==> src/hw/rtl/gpg_pkg.sv <==
// ----------------------------------------------------------------------------
// gpg_pkg
// Shared types and constants of the GPIO pattern generator.
// ----------------------------------------------------------------------------
package gpg_pkg;

    // Default width of the microsecond period counter.
    localparam int PeriodCounterBits = 26;

    // Register widths and the configuration port.
    localparam int ModeW      = 3;
    localparam int HzW        = 20;
    localparam int WidthW     = 24;
    localparam int PeriodMsW  = 16;
    localparam int CfgIndexW  = 2;
    localparam int CfgDataW   = 24;

    // Half period of the square wave, and the pulse period in microseconds.
    localparam int HalfW      = 19;
    localparam int ProductW   = 26;
    localparam int UsPerMsW   = 10;

    localparam logic [HalfW-1:0]    HalfSecondUs = HalfW'(500000);
    localparam logic [UsPerMsW-1:0] UsPerMs      = UsPerMsW'(1000);

    // Register indexes on the configuration port.
    localparam logic [CfgIndexW-1:0] CFG_MODE         = 2'd0;
    localparam logic [CfgIndexW-1:0] CFG_SQUARE_HZ    = 2'd1;
    localparam logic [CfgIndexW-1:0] CFG_PULSE_WIDTH  = 2'd2;
    localparam logic [CfgIndexW-1:0] CFG_PULSE_PERIOD = 2'd3;

    // Output modes. Codes five to seven behave as off.
    localparam logic [ModeW-1:0] MODE_OFF    = 3'd0;
    localparam logic [ModeW-1:0] MODE_HIGH   = 3'd1;
    localparam logic [ModeW-1:0] MODE_LOW    = 3'd2;
    localparam logic [ModeW-1:0] MODE_SQUARE = 3'd3;
    localparam logic [ModeW-1:0] MODE_PULSE  = 3'd4;

    // One result item; pin_level sits in the lowest bit when packed.
    typedef struct packed {
        logic config_error;
        logic drive_enable;
        logic pin_level;
    } gpg_status_t;

endpackage

==> src/hw/rtl/gpg_div.sv <==
// ----------------------------------------------------------------------------
// gpg_div
// Restoring divider that works out 500000 / square_hz, one quotient bit a cycle.
// ----------------------------------------------------------------------------
module gpg_div (
    input  logic                         clk,
    input  logic                         rst_n,
    input  logic                         start,
    input  logic                         abort,
    input  logic [gpg_pkg::HzW-1:0]      divisor,
    output logic                         busy,
    output logic                         done,
    output logic [gpg_pkg::HalfW-1:0]    quotient
);

    localparam int CntW = $clog2(gpg_pkg::HalfW);

    logic [CntW-1:0]             cnt_reg,  cnt_next;
    logic                        busy_reg, busy_next;
    logic [gpg_pkg::HzW-1:0]     div_reg,  div_next;
    logic [gpg_pkg::HzW-1:0]     rem_reg,  rem_next;
    logic [gpg_pkg::HalfW-1:0]   quo_reg,  quo_next;

    logic [gpg_pkg::HzW:0]       rem_shift;
    logic [gpg_pkg::HzW:0]       rem_sub;
    logic                        fits;
    logic [gpg_pkg::HalfW-1:0]   quo_step;

    always_comb
    begin
        rem_shift = {rem_reg, gpg_pkg::HalfSecondUs[cnt_reg]};
        rem_sub   = rem_shift - {1'b0, div_reg};
        fits      = (rem_shift >= {1'b0, div_reg});
        quo_step  = {quo_reg[gpg_pkg::HalfW-2:0], fits};
    end

    always_comb
    begin
        cnt_next  = cnt_reg;
        busy_next = busy_reg;
        div_next  = div_reg;
        rem_next  = rem_reg;
        quo_next  = quo_reg;
        if (start)
        begin
            cnt_next  = CntW'(gpg_pkg::HalfW - 1);
            busy_next = 1'b1;
            div_next  = divisor;
            rem_next  = '0;
            quo_next  = '0;
        end
        else if (abort)
        begin
            busy_next = 1'b0;
        end
        else if (busy_reg)
        begin
            rem_next = fits ? rem_sub[gpg_pkg::HzW-1:0] : rem_shift[gpg_pkg::HzW-1:0];
            quo_next = quo_step;
            cnt_next = cnt_reg - 1'b1;
            if (cnt_reg == '0)
            begin
                busy_next = 1'b0;
            end
        end
    end

    always_ff @(posedge clk or negedge rst_n)
    begin
        if (!rst_n)
        begin
            cnt_reg  <= '0;
            busy_reg <= 1'b0;
        end
        else
        begin
            cnt_reg  <= cnt_next;
            busy_reg <= busy_next;
        end
    end

    always_ff @(posedge clk)
    begin
        div_reg <= div_next;
        rem_reg <= rem_next;
        quo_reg <= quo_next;
    end

    assign busy     = busy_reg;
    // The final quotient bit is known in the last step; the caller takes it then.
    assign done     = busy_reg && (cnt_reg == '0) && !start && !abort;
    assign quotient = quo_step;

endmodule

==> src/hw/rtl/gpg_core.sv <==
// ----------------------------------------------------------------------------
// gpg_core
// Configuration registers, pattern state and the per-tick update.
// ----------------------------------------------------------------------------
module gpg_core #(
    parameter int PERIOD_COUNTER_BITS = gpg_pkg::PeriodCounterBits
) (
    input  logic                            clk,
    input  logic                            rst_n,
    input  logic                            cfg_we,
    input  logic [gpg_pkg::CfgIndexW-1:0]   cfg_index,
    input  logic [gpg_pkg::CfgDataW-1:0]    cfg_data,
    input  logic                            item_accept,
    input  logic                            tick,
    output logic                            busy,
    output gpg_pkg::gpg_status_t            status_next
);

    localparam int Pw   = PERIOD_COUNTER_BITS;
    localparam int CmpW = (Pw > gpg_pkg::ProductW) ? Pw : gpg_pkg::ProductW;

    // Configuration registers.
    logic [gpg_pkg::ModeW-1:0]      mode_reg,   mode_next;
    logic [gpg_pkg::HzW-1:0]        hz_reg,     hz_next;
    logic [gpg_pkg::WidthW-1:0]     width_reg,  width_next;
    logic [gpg_pkg::PeriodMsW-1:0]  pms_reg,    pms_next;
    logic [Pw-1:0]                  target_reg, target_next;

    // Pattern state.
    logic                           level_reg,   level_next;
    logic                           running_reg, running_next;
    logic [gpg_pkg::HalfW-1:0]      half_reg,    half_next;
    logic [Pw-1:0]                  pcount_reg,  pcount_next;
    logic [gpg_pkg::WidthW-1:0]     wcount_reg,  wcount_next;
    logic                           armed_reg,   armed_next;
    logic                           error_reg,   error_next;

    logic                           div_start;
    logic                           div_busy;
    logic                           div_done;
    logic [gpg_pkg::HalfW-1:0]      div_quo;

    logic [gpg_pkg::ProductW-1:0]   product;
    logic [CmpW-1:0]                product_ext;
    logic [CmpW-1:0]                pmax_ext;
    logic [Pw-1:0]                  pcount_inc;
    logic [gpg_pkg::WidthW-1:0]     wcount_dec;
    logic                           fall_due;

    gpg_div u_div (
        .clk      (clk),
        .rst_n    (rst_n),
        .start    (div_start),
        .abort    (cfg_we),
        .divisor  (hz_next),
        .busy     (div_busy),
        .done     (div_done),
        .quotient (div_quo)
    );

    // Period target in microseconds, saturated to the counter range.
    always_comb
    begin
        product     = gpg_pkg::ProductW'(pms_next * gpg_pkg::UsPerMs);
        product_ext = CmpW'(product);
        pmax_ext    = CmpW'({Pw{1'b1}});
        target_next = (product_ext > pmax_ext) ? Pw'(pmax_ext) : Pw'(product_ext);
    end

    always_comb
    begin
        mode_next    = mode_reg;
        hz_next      = hz_reg;
        width_next   = width_reg;
        pms_next     = pms_reg;
        level_next   = level_reg;
        running_next = running_reg;
        half_next    = half_reg;
        pcount_next  = pcount_reg;
        wcount_next  = wcount_reg;
        armed_next   = armed_reg;
        error_next   = error_reg;
        div_start    = 1'b0;
        pcount_inc   = pcount_reg + 1'b1;
        wcount_dec   = wcount_reg;
        fall_due     = 1'b0;

        if (cfg_we)
        begin
            unique case (cfg_index)
                gpg_pkg::CFG_MODE:         mode_next  = cfg_data[gpg_pkg::ModeW-1:0];
                gpg_pkg::CFG_SQUARE_HZ:    hz_next    = cfg_data[gpg_pkg::HzW-1:0];
                gpg_pkg::CFG_PULSE_WIDTH:  width_next = cfg_data[gpg_pkg::WidthW-1:0];
                gpg_pkg::CFG_PULSE_PERIOD: pms_next   = cfg_data[gpg_pkg::PeriodMsW-1:0];
                default:                   mode_next  = mode_reg;
            endcase

            // Every write restarts the pattern from a stopped output.
            running_next = 1'b0;
            level_next   = 1'b0;
            pcount_next  = '0;
            wcount_next  = '0;
            armed_next   = 1'b0;
            error_next   = 1'b0;
            if (mode_next == gpg_pkg::MODE_HIGH || mode_next == gpg_pkg::MODE_LOW)
            begin
                running_next = 1'b1;
                level_next   = (mode_next == gpg_pkg::MODE_HIGH);
            end
            else if (mode_next == gpg_pkg::MODE_SQUARE)
            begin
                if (hz_next == '0)
                begin
                    error_next = 1'b1;
                end
                else
                begin
                    running_next = 1'b1;
                    div_start    = 1'b1;
                end
            end
            else if (mode_next == gpg_pkg::MODE_PULSE)
            begin
                if (width_next == '0 || pms_next == '0)
                begin
                    error_next = 1'b1;
                end
                else
                begin
                    running_next = 1'b1;
                end
            end
        end
        else if (item_accept && tick && running_reg)
        begin
            if (mode_reg == gpg_pkg::MODE_SQUARE)
            begin
                pcount_next = pcount_inc;
                if (pcount_inc >= Pw'(half_reg))
                begin
                    pcount_next = '0;
                    level_next  = !level_reg;
                end
            end
            else if (mode_reg == gpg_pkg::MODE_PULSE)
            begin
                if (armed_reg)
                begin
                    if (wcount_reg != '0)
                    begin
                        wcount_dec = wcount_reg - 1'b1;
                    end
                    fall_due = (wcount_dec == '0);
                end
                wcount_next = wcount_dec;
                pcount_next = pcount_inc;
                // A rise in the same tick as a fall wins and re-arms the fall.
                if (pcount_inc >= target_reg)
                begin
                    pcount_next = '0;
                    level_next  = 1'b1;
                    armed_next  = 1'b1;
                    wcount_next = width_reg;
                end
                else if (fall_due)
                begin
                    level_next = 1'b0;
                    armed_next = 1'b0;
                end
            end
        end

        if (div_done)
        begin
            half_next = (div_quo == '0) ? gpg_pkg::HalfW'(1) : div_quo;
        end
    end

    always_ff @(posedge clk or negedge rst_n)
    begin
        if (!rst_n)
        begin
            mode_reg    <= gpg_pkg::MODE_OFF;
            hz_reg      <= '0;
            width_reg   <= '0;
            pms_reg     <= '0;
            target_reg  <= '0;
            level_reg   <= 1'b0;
            running_reg <= 1'b0;
            half_reg    <= gpg_pkg::HalfW'(1);
            pcount_reg  <= '0;
            wcount_reg  <= '0;
            armed_reg   <= 1'b0;
            error_reg   <= 1'b0;
        end
        else
        begin
            mode_reg    <= mode_next;
            hz_reg      <= hz_next;
            width_reg   <= width_next;
            pms_reg     <= pms_next;
            target_reg  <= target_next;
            level_reg   <= level_next;
            running_reg <= running_next;
            half_reg    <= half_next;
            pcount_reg  <= pcount_next;
            wcount_reg  <= wcount_next;
            armed_reg   <= armed_next;
            error_reg   <= error_next;
        end
    end

    assign busy = div_busy;

    always_comb
    begin
        status_next.pin_level    = running_next && level_next;
        status_next.drive_enable = running_next;
        status_next.config_error = error_next;
    end

endmodule

==> src/hw/rtl/gpio_pattern_generator.sv <==
// ----------------------------------------------------------------------------
// gpio_pattern_generator
// Square wave, periodic pulse and static high or low generator for one pin, stepped by us ticks.
//
//   Channel   Direction  Payload
//   s_axis    in         tdata[0] tick
//   m_axis    out        tdata[0] pin_level, [1] drive_enable, [2] config_error
//   cfg       in         cfg_we, cfg_index, cfg_data (no read-back)
//
// Each tick item gives one result item, registered and shown on m_axis in the cycle after it is
// accepted; one item per cycle while s_tready is high. A configuration write that selects the
// square wave starts a divider; s_tready stays low until the half period is known.
// A result waiting on m_axis does not block a new tick while m_tready is high.
// Reset puts the core in the released state with no error; the result register is not reset.
// ----------------------------------------------------------------------------
module gpio_pattern_generator #(
    parameter int PERIOD_COUNTER_BITS = gpg_pkg::PeriodCounterBits
) (
    input  logic                            clk,
    input  logic                            rst_n,
    input  logic                            s_tvalid,
    output logic                            s_tready,
    input  logic [7:0]                      s_tdata,   // [0] tick
    output logic                            m_tvalid,
    input  logic                            m_tready,
    output logic [7:0]                      m_tdata,   // [0] pin_level, [1] drive_enable,
                                                       // [2] config_error
    input  logic                            cfg_we,
    input  logic [gpg_pkg::CfgIndexW-1:0]   cfg_index,
    input  logic [gpg_pkg::CfgDataW-1:0]    cfg_data
);

    logic                   busy;
    logic                   item_accept;
    gpg_pkg::gpg_status_t   status_next;
    gpg_pkg::gpg_status_t   result_reg;
    logic                   out_valid_reg, out_valid_next;

    gpg_core #(
        .PERIOD_COUNTER_BITS (PERIOD_COUNTER_BITS)
    ) u_core (
        .clk         (clk),
        .rst_n       (rst_n),
        .cfg_we      (cfg_we),
        .cfg_index   (cfg_index),
        .cfg_data    (cfg_data),
        .item_accept (item_accept),
        .tick        (s_tdata[0]),
        .busy        (busy),
        .status_next (status_next)
    );

    assign s_tready    = !busy && !cfg_we && (!out_valid_reg || m_tready);
    assign item_accept = s_tvalid && s_tready;

    always_comb
    begin
        out_valid_next = out_valid_reg;
        if (item_accept)
        begin
            out_valid_next = 1'b1;
        end
        else if (m_tready)
        begin
            out_valid_next = 1'b0;
        end
    end

    always_ff @(posedge clk or negedge rst_n)
    begin
        if (!rst_n)
        begin
            out_valid_reg <= 1'b0;
        end
        else
        begin
            out_valid_reg <= out_valid_next;
        end
    end

    always_ff @(posedge clk)
    begin
        if (item_accept)
        begin
            result_reg <= status_next;
        end
    end

    assign m_tvalid = out_valid_reg;
    assign m_tdata  = {5'b0, result_reg};

endmodule
==> config.mk <==
export PLATFORM = sky130hd
export DESIGN_NAME = gpio_pattern_generator
export DESIGN_NICKNAME = d
export VERILOG_FILES = /design/src/hw/rtl/gpg_pkg.sv /design/src/hw/rtl/gpg_div.sv /design/src/hw/rtl/gpg_core.sv /design/src/hw/rtl/gpio_pattern_generator.sv
export SDC_FILE = /design/constraint.sdc
export NUM_CORES = 1
export LEC_CHECK = 0
export BUFFER_PORTS_ARGS = -buffer_cell sky130_fd_sc_hd__buf_4
export CORE_ASPECT_RATIO = 0.8
export CORE_MARGIN = 1
export CORE_UTILIZATION = 45
export DETAILED_ROUTE_END_ITERATION = 7
export MAX_ROUTING_LAYER = met4
export PLACE_DENSITY = 0.69
export SLEW_MARGIN = 20
export SYNTH_ARGS = -nofsm -noshare
export SYNTH_HDL_FRONTEND = slang
export SYNTH_SLANG_ARGS = --single-unit
==> constraint.sdc <==
create_clock -name clk -period 8.3 [get_ports clk]
set_input_delay 2.49 -clock clk [delete_from_list [all_inputs] [get_ports clk]]
set_output_delay 2.49 -clock clk [all_outputs]
set_load 0.05 [all_outputs]
* After elaboration in Yosys (flattened, before gate mapping)
Memories as Yosys holds them, arrays and structs flattened.
Cells that the tools add are included.
** Cells by class
- Muxes and demuxes :: 75
- Reductions and logical operators :: 37
- $lt $le $gt $ge :: 5
- Add/subtract/negate cells :: 4
- Multiply operators :: 1
- Bitwise operators :: 1
- Equality and inequality tests :: 11
** Operators with widths (number)
- $mux W24 :: 14
- $mux W26 :: 7
- $mux W20 :: 4
- $logic_not A24 Y1 :: 2
- $mux W16 :: 3
- $mux W1 :: 41
- $add A26 B1 Y26 const B :: 1
- $ge A26 B19 Y1 :: 1
- $ge A26 B26 Y1 :: 1
- $gt A26 B26 Y1 const B :: 1
- $reduce_bool A24 Y1 :: 1
- $sub A24 B1 Y24 const B :: 1
- $mul A16 B7 Y23 const B :: 1
- $ge A21 B20 Y1 :: 1
- $logic_not A20 Y1 :: 1
- $sub A20 B20 Y20 :: 1
- $logic_not A19 Y1 :: 1
- $mux W19 :: 1
- $logic_not A16 Y1 :: 1
- $mux W5 :: 3
- $eq A3 B2 Y1 const B :: 3
- $logic_and A1 B1 Y1 :: 9
- $reduce_bool A3 Y1 :: 3
- $reduce_and A4 Y1 :: 2
- 16 further kinds :: 30
** Storage, ports and cells
- Memories :: 1
- Bits in registers :: 230
- ROM bits :: 32
** Memories
- (no name shown) :: words 32, width 1, read ports 1, clocked after Yosys merged registers in 0, wr ports 0, RTL line gpg_div.sv:31 : rem_shift = {rem_reg, gpg_pkg::HalfSecondUs[cnt_reg]};

* Logic depth before layout (Yosys ltp)
Gate-level depths: netlist of the first run.
- Depth in word-level cells :: 21
- Gate-level depth with buffers :: 21
- Gate-level depth less buffers :: 19

* Modules after synthesis
Synthesis of the first run repeated with hierarchy kept, for this count alone.
** Unflattened totals
- Cells, all modules :: 1698
- Area total of the unflattened synthesis :: 15661.3 µm²
** Modules (own cells, without submodules)
- gpg_core :: cells an instance 1255, area an instance 11698.7 µm², instances 1
- gpg_div :: cells an instance 428, area an instance 3773.6 µm², instances 1
- gpio_pattern_generator :: cells an instance 15, area an instance 188.9 µm², instances 1

* Least setup slack after synthesis of the first run
No wires, ideal clock.
- Path type :: input-to-reg
- Start :: in cfg_we
- End :: reg u_core.target_reg[25]
- Arrival :: 8265 ps
- Cell stages on the path :: 20
- Slack :: -35 ps
- Library setup time :: 69 ps
- Path through :: clkbuf_1 > nand3_1 > clkbuf_1 > mux2i_1 > xor2_1 > ha_1 > fa_1 > inv_1 > fa_1 > fa_1 > inv_1 > ha_1 > or3_1 > o22ai_1 > o21ai_0 > o41ai_1 > o21ai_0 > a31o_2 > or4_1 > nand3_1
** On the way
- Cells in the longest elaborated chain, start to end :: 4
** RTL lines
- start: declaration :: RTL line gpio_pattern_generator.sv:28 : input logic cfg_we,
- $mux W16 (*) :: RTL line gpg_core.sv:88 : if (cfg_we)
- $mul A16 B7 Y23 (*) :: RTL line gpg_core.sv:64 : product = gpg_pkg::ProductW'(pms_next * gpg_pkg::UsPerMs);
- net u_core.product, one bit :: RTL line gpg_core.sv:43 : logic [gpg_pkg::ProductW-1:0] product;
- $gt A26 B26 Y1 :: RTL line gpg_core.sv:67 : target_next = (product_ext > pmax_ext) ? Pw'(pmax_ext) : Pw'(product_ext);
- $mux W26 (*) :: RTL line gpg_core.sv:67
- end signal: assignment :: RTL line gpg_core.sv:202 : target_reg <= target_next;
- end: declaration :: RTL line gpg_core.sv:27 : logic [Pw-1:0] target_reg, target_next;
The timed path passes the listed nets; every way through them passes the cells marked *.
A chain may end at the register's enable or synchronous reset.

* Worst setup path after layout of the first run
- Start :: in cfg_index[1] (netlist bit)
- End :: reg u_core.target_reg[25]
** On the way
- Cells in the longest elaborated chain, start to end :: 7
** RTL lines
- start: declaration :: RTL line gpio_pattern_generator.sv:29 : input logic [gpg_pkg::CfgIndexW-1:0] cfg_index,
- $eq A2 B2 Y1 (*) :: RTL line gpg_core.sv:90 : unique case (cfg_index)
- $mux W16 (*) :: RTL line gpg_core.sv:90
- $mux W16 (*) (2 in a row) :: RTL line gpg_core.sv:88
- $mul A16 B7 Y23 (*) :: RTL line gpg_core.sv:64
- net u_core.product, one bit :: RTL line gpg_core.sv:43
- $gt A26 B26 Y1 :: RTL line gpg_core.sv:67
- $mux W26 (*) :: RTL line gpg_core.sv:67
The timed path passes the listed nets; every way through them passes the cells marked *. The select of a mux whose other input is x is not followed.

==> impl_results.md, run 1 <==
* Share of layout cells above drive strength 1 at 0.1239
* Seq/Total Area, Yosys at 0.3681
* Setup bufs post-CTS at 0
* R2R Setup Slk at 2.78 ns
* Finished layout cell area at 16500 um^2
* Min-Delay Path Depth at 2
* Register area at 5557 um^2
* Hold_sp: u_core.u_div.rem_reg[1]
* Highest metal used: met4
* Starting Density at 0.4605
* Worst-Margin Slew at 1.046 ns
* Netlist cell types at 80
* WP data arrival at 8.01 ns
* Die area at 34280 um^2
* Synth-to-Final Area Change at 9.333%
* Worst-path clk slew at 0.06 ns
* Synth top area cells: dfrtp_1, ha_1, fa_1
* Final WL at 37070 um
* Placed insts at 2008
* CTS resizes at 0
* Vias at 11.88k
* TritonCTS clock tree: done
* Top fanout value on the critical path at 6
* Post-synthesis adder-cell area fraction at 0.1577
* CTS Buf Count at 23
* Post-synth top area cell: dfrtp_1
* Fin Clk Skew at 0.01132 ns
* Boundary pin count at 49
* Worst slack, placed at 0.2340 ns
* Metal1 wirelength at 18230 um
* Relative slew slack at 0.3009
* Outcome: finished, final reports clean
* Area of the multi-input gates at 8598 um^2
* Wire per inst at 18.08 um
* Average size of a mapped cell at 9.523 um^2
* Chip Height at 165.8 um
* H-tree Lvls at 1
* First-pass GRT wire length at 61250 um
* ANT nets after route at 0
* Die W at 206.8 um
* Placed Area at 15800 um^2
* Std-Cell Rows at 59
* Fmax at 132.4 MHz
* Final hold vios at 0
* Slack of the critical path at 0.7473 ns
* Min-Delay Path Class: flop to flop
* Setup crit end kind: flop
* Initial antenna violation count at 0
* Post-Synth XOR/XNOR Area at 0.04178
* Root Driver: clkbuf_16
* Wire length on met2 at 15580 um
* Vias/cell at 5.795
* Max FFs per register at 26
* Gate count after technology mapping at 1585
* Maxcap violations at 0
* TNS Setup at 0 ns
* Final GP Congestion at 0.9086
* Met3 WL at 2605 um
* DRT Pass-1 Iters at 7
* Multiplexer share of the synthesized area at 0.07162
* Core Footprint at 32780 um^2
* Worst r2r path cells at 18
* Clock sink total at 225
* Compound-Gate Fraction of Synth Area at 0.1407
* Remaining DRCs at 0
* WS Path Type: input pin to flop
* Final setup viols at 0
* Simple-gate share of the synthesized area at 0.1554
* Final cell count without fillers at 2050
* RSZ-0062 raised after global routing: no
* Yosys reg bits at 225
* Top FF cell, synth: dfrtp_1
* Clk_lat worst skew at 0.54 ns
* Crit path launch type: input pin
* Synthesis Warnings at 0
* Top post-synthesis cells by count: inv_1, dfrtp_1, ha_1
* Pin count of the biggest net entering global routing at 97
* Cell with the most instances after synthesis: inv_1
* Synth top area share at 0.2702
* Gr usage total at 0.2294
* Hold Path Sink: u_core.u_div.rem_reg[1]
* Total grt overflow at 0
* Final Max Slew Viols at 0
* Port-buffer cells at 36
* Maximum VDD drop at 478.6 uV
* Post-synth EDFFs at 23
* Leak pwr at 7.496 nW
* Filler cells at 3016
* FFs w/ async S/R, synth at 0.7289
* Min Tclk post-route at 7.553 ns
* Drt initial violations at 1053
* Critical path required time at 8.76 ns
* Number of global-route vias before repair at 11.55k
* Post-synthesis cell area at 15090 um^2
* HPWL after detailed placement at 27130 um
* Main combinational cell family by area after synthesis: adder cells
* Clk buf depth at 3
* Pwr Density at 404.5 nW/um^2
* Critical R2R Launch: u_core.pms_reg[1]
* Hold buffer count at CTS at 0
* RR Endpoint: u_core.target_reg[25]
* Net count, final at 1807
* Final Cycle Share at 0.9100
per-stage QoR:
step | hold slack (ns) | utilization | total power [W]
3_3_place_gp | 0.4617 | 0.4819 | 0.005581
6_report | 0.4890 | 0.5035 | 0.006676
5_1_grt | 0.5169 | 0.5034 | 0.007352
3_5_place_dp | 0.4765 | 0.4819 | 0.005676
2_1_floorplan | 0.4436 | - | 0.004809
4_1_cts | 0.4860 | 0.5034 | 0.006708
logic make-up after synthesis:
family          count (synthesis)
xor+xnor                       72
buf+inv                       242
simple gates                  448
flops                         225
fa+ha+maj                     162
other cells                     1
compound gates                335
mux                           100
cell usage in the layout (no fill, tap or decap), drive strengths merged, types with 14 or more instances in the layout:
| master | instances |
|---|---|
| nor3 | 57 |
| nand4 | 34 |
| mux2i | 36 |
| and3 | 15 |
| nor2 | 75 |
| dfrtp | 163 |
| a21oi | 86 |
| fa | 47 |
| o32ai | 14 |
| clkbuf | 28 |
| mux2 | 64 |
| a211oi | 18 |
| nand2 | 113 |
| dfxtp | 38 |
| o21ai | 94 |
| a21o | 26 |
| buf | 60 |
| ha | 115 |
| nor4 | 38 |
| xnor2 | 50 |
| inv | 175 |
| edfxtp | 23 |
| xor2 | 22 |
| nand3 | 39 |
how the worst max path moves through the flow:
| stage | from | to | slack (ns) | depth (start not counted) |
|---|---|---|---|---|
| final | cfg_index[1] | u_core.target_reg[25] | 0.75 | 20 |
| after global routing | cfg_index[1] | u_core.target_reg[25] | 0.44 | 21 |
| after CTS | cfg_index[1] | u_core.target_reg[25] | 0.74 | 20 |
| after detailed placement | cfg_index[1] | u_core.target_reg[25] | 0.23 | 20 |
| after global placement | cfg_index[1] | u_core.target_reg[25] | 0.28 | 20 |
| after floorplan | cfg_we | u_core.target_reg[25] | 0.09 | 20 |
where the power goes:
group / internal, W / switching, W
logic: 0.00188 / 0.00228
clock network: 0.000551 / 0.000450
registers: 0.00138 / 0.000132
layer usage:
metal  GRT usage  vias up
met5           -        -
met4     0.04380        0
met3     0.04042       48
met2      0.3214      365
met1      0.3457     5793
li1            -     5674
cell type report:
type                       instances  share of cell area
sequential                       225              0.3367
timing repair buffer              60             0.02752
antenna                            1           0.0001516
clock buffer                      28             0.03662
inverter                         174             0.03958
clock inverter                    13            0.006065
multi-input combinational       1122              0.5210
tap                              427             0.03237
critical path, stage by stage:
cell,delay [ns]
buf_4,0.14
nand3_1,0.32
mux2i_1,0.43
xor2_1,0.33
ha_1,0.32
fa_1,0.51
inv_1,0.06
fa_1,0.49
fa_1,0.51
inv_1,0.04
ha_1,0.22
or3_1,0.35
o22ai_1,0.22
o21ai_0,0.18
o41ai_1,0.26
buf_4,0.18
o21ai_0,0.14
a31o_2,0.30
or4_1,0.39
nand3_1,0.12
No activity file was read; power rests on OpenSTA's default activity.
==> run 2, diff against run 1 <==
REMOVE_ABC_BUFFERS = 1   (was unset)
==> run 2 against run 1 <==
Effect of this change: critical path type unchanged; register-to-register slack lost 0.06 ns; the flow now finishes with violations (design-rule violations); sequential share of layout area fell by 0.21 points; power is 0.47% higher; clock-buffer cell count up 6; clock power increased by 9%; sequential cell count stayed put; first-iteration DRC count fell by 0.47%; largest power group unchanged; combinational power shrank 1%; die area unchanged; largest cell class unchanged; via count increased by 0.72%; clock skew is 0.00074 ns higher; highest routed layer unchanged; fmax down 0.49%.
==> impl_results.md, run 2 (synthesis results as in run 1) <==
* Crit-path leading delay family: adder cells
* Final hold vios at 0 (unchanged)
* RSZ-0062 raised after global routing: no
* WS Path Type: input pin to flop
* Filler cells at 3041 (+0.83%)
* Internal at 0.003883 W (+1.8%)
* Fmax at 131.8 MHz (-0.49%)
* Min-Delay Path Class: flop to flop
* WP data arrival at 8.05 ns (+0.04 ns)
* Pwr Density at 403.9 nW/um^2 (-0.16%)
* Highest metal used: met4
* HPWL after detailed placement at 26690 um (-1.6%)
* CTS Buf Count at 24 (+4.3%)
* Root Driver: clkbuf_16
* Starting Density at 0.4605 (unchanged)
* Die area at 34280 um^2 (unchanged)
* Share of layout cells above drive strength 1 at 0.1248 (+0.0008484)
* Max incr delay on CP at 0.51 ns (about the same)
* TritonCTS clock tree: done
* Maxcap violations at 0 (unchanged)
* Std-Cell Rows at 59 (unchanged)
* Max FFs per register at 26 (unchanged)
* Most frequent cells in the layout: inv_1, dfrtp_1, ha_1
* Wire per inst at 17.91 um (-0.97%)
* Finished layout cell area at 16610 um^2 (+0.64%)
* Metal1 wirelength at 17900 um (-1.8%)
* First-pass GRT wire length at 60730 um (-0.86%)
* CP bufs+invs at 4 (unchanged)
* Drt initial violations at 1048 (-0.47%)
* Core Footprint at 32780 um^2 (unchanged)
* Vias at 11.97k (+0.72%)
* Core Util, Final at 0.5067 (+0.003207)
* Min Tclk post-route at 7.590 ns (+0.03696 ns)
* Final Cycle Share at 0.9144 (+0.004453)
* Boundary pin count at 49 (unchanged)
* Worst-path clk slew at 0.06 ns (about the same)
* ANT nets after route at 0 (unchanged)
* Max stage delay cell, worst path: fa_1
* Clock sink total at 225 (unchanged)
* Seq pwr share at 0.226 (about the same)
* Most frequent cell on the critical path: fa_1
* Outcome: finished with violations
* Antenna diodes at 0 (-1)
* Cell Chain, Critical Path: buf_4, nand3_1, mux2i_1, xor2_1, ha_1, fa_1, inv_1, fa_1, fa_1, inv_1, ha_1, or3_1, o22ai_1, o21ai_0, o41ai_1, buf_4, o21ai_0, a31o_2, or4_1, nand3_1
* Pin count of the biggest net entering global routing at 85 (-12%)
* TNS Setup at 0 ns (unchanged)
* Die W at 206.8 um (unchanged)
* Worst-Margin Slew at 1.042 ns (-0.003850 ns)
* Remaining DRCs at 3 (+3)
* Relative slew slack at 0.3038 (+0.002872)
* Clk buf depth at 3 (unchanged)
* DRT Pass-1 Iters at 7 (unchanged)
* Switching share of power at 0.4211 (-0.007351)
* Total power at 0.006708 W (+0.47%)
* Setup crit end kind: flop
* Vias/cell at 5.825 (+0.52%)
* Placed Area at 15810 um^2 (about the same)
* Chip Height at 165.8 um (unchanged)
* Failing checks: design-rule violations
* R2R Setup Slk at 2.72 ns (-0.06 ns)
* Critical path required time at 8.76 ns (about the same)
* Commonest non-fill, non-tap cell in the layout: inv_1
* Gr usage total at 0.2255 (-0.003969)
* Number of global-route vias before repair at 11.57k (+0.095%)
* Net switching power at 0.002824 W (-1.3%)
* Final WL at 36780 um (-0.77%)
* Fin Clk Skew at 0.01206 ns (+0.0007354 ns)
* H-tree Lvls at 1 (unchanged)
* Met3 WL at 2508 um (-3.7%)
* Clk_lat worst skew at 0.54 ns (about the same)
* Initial antenna violation count at 0 (unchanged)
* Final GP Congestion at 0.9172 (+0.95%)
* Maximum VDD drop at 464.4 uV (-3.0%)
* Synth-to-Final Area Change at 10.03%
* Combinational power share at 0.612 (-0.011)
* Port-buffer cells at 36 (unchanged)
* Crit path launch type: input pin
* CTS resizes at 0 (unchanged)
* Leak pwr at 7.540 nW (+0.58%)
* Final Max Slew Viols at 0 (unchanged)
* Final setup viols at 0 (unchanged)
* Wire length on met2 at 15680 um (+0.64%)
* Net count, final at 1810 (+0.17%)
* Hold buffer count at CTS at 0 (unchanged)
* Clock share of power at 0.163 (+0.013)
* Top fanout value on the critical path at 6 (unchanged)
* Setup bufs post-CTS at 0 (unchanged)
* Total grt overflow at 0 (unchanged)
## run 2: cell types whose count changed in the layout (fill, tap and decap cells not counted), sizes merged
| cell | previous run | this run |
|---|---|---|
| clkbuf | 28 | 34 |
| clkinv | 10 | 6 |
| buf | 60 | 62 |
| clkinvlp | 1 | 2 |
| diode | 1 | 0 |
## run 2: power groups by stage
| stage | sequential [W] | clock [W] | combinational [W] |
|---|---|---|---|
| floorplan | 0.00149 | 0 | 0.00329 |
| global placement | 0.00152 | 0 | 0.00401 |
| detailed placement | 0.00153 | 0 | 0.00411 |
| CTS | 0.00151 | 0.00111 | 0.00415 |
| global route | 0.00153 | 0.00116 | 0.00472 |
| finish | 0.00151 | 0.00109 | 0.00410 |
## run 2: metal layers
layer | up-vias | GRT usage
met1 | 5853 | 0.3407
met5 | - | -
met4 | 0 | 0.04411
met2 | 373 | 0.3173
met3 | 60 | 0.03611
li1 | 5679 | -
## run 2: area by class of cell
cell class                      instances  area [um^2]  share of cell area
Multi-Input combinational cell       1122         8597              0.5176
Sequential cell                       225         5557              0.3346
Clock buffer                           34        700.7             0.04219
Inverter                              174        653.1             0.03933
Tap cell                              427        534.3             0.03217
Timing Repair Buffer                   62        473.0             0.02848
Clock inverter                         10        93.84            0.005650
## run 2: through the flow
step / std cells / hold slack [ns] / worst slack, ns
floorplan: 1521 / 0.4436 / 0.2179
global placement: 2010 / 0.4599 / 0.3225
detailed placement: 2010 / 0.4758 / 0.2711
CTS: 2054 / 0.4877 / 0.7425
global route: 2054 / 0.5102 / 0.3790
finish: 2054 / 0.4901 / 0.7103
## run 2: worst reg2reg max path, cell delays in order (launching register included)
cell and delay, ns:
dfrtp_1 0.44, mux2i_1 0.38, xor2_1 0.36, ha_1 0.32, fa_1 0.50, inv_1 0.05
fa_1 0.49, fa_1 0.51, inv_1 0.04, ha_1 0.22, or3_1 0.35, o22ai_1 0.22
o21ai_0 0.18, o41ai_1 0.29, buf_4 0.19, o21ai_0 0.15, a31o_2 0.31, or4_1 0.39
nand3_1 0.11
## run 2: path summary, 6_finish.rpt
kind	startpoint	endpoint	cells after the start
min	u_core.u_div.quo_reg[11]	u_core.u_div.quo_reg[12]	2
max reg2reg	u_core.pms_reg[1]	u_core.target_reg[25]	18
min reg2reg	u_core.u_div.quo_reg[11]	u_core.u_div.quo_reg[12]	2
max	cfg_index[1]	u_core.target_reg[25]	20
max in group asynchronous	rst_n	u_core.pcount_reg[15]	2
min in group asynchronous	rst_n	u_core.wcount_reg[1]	1
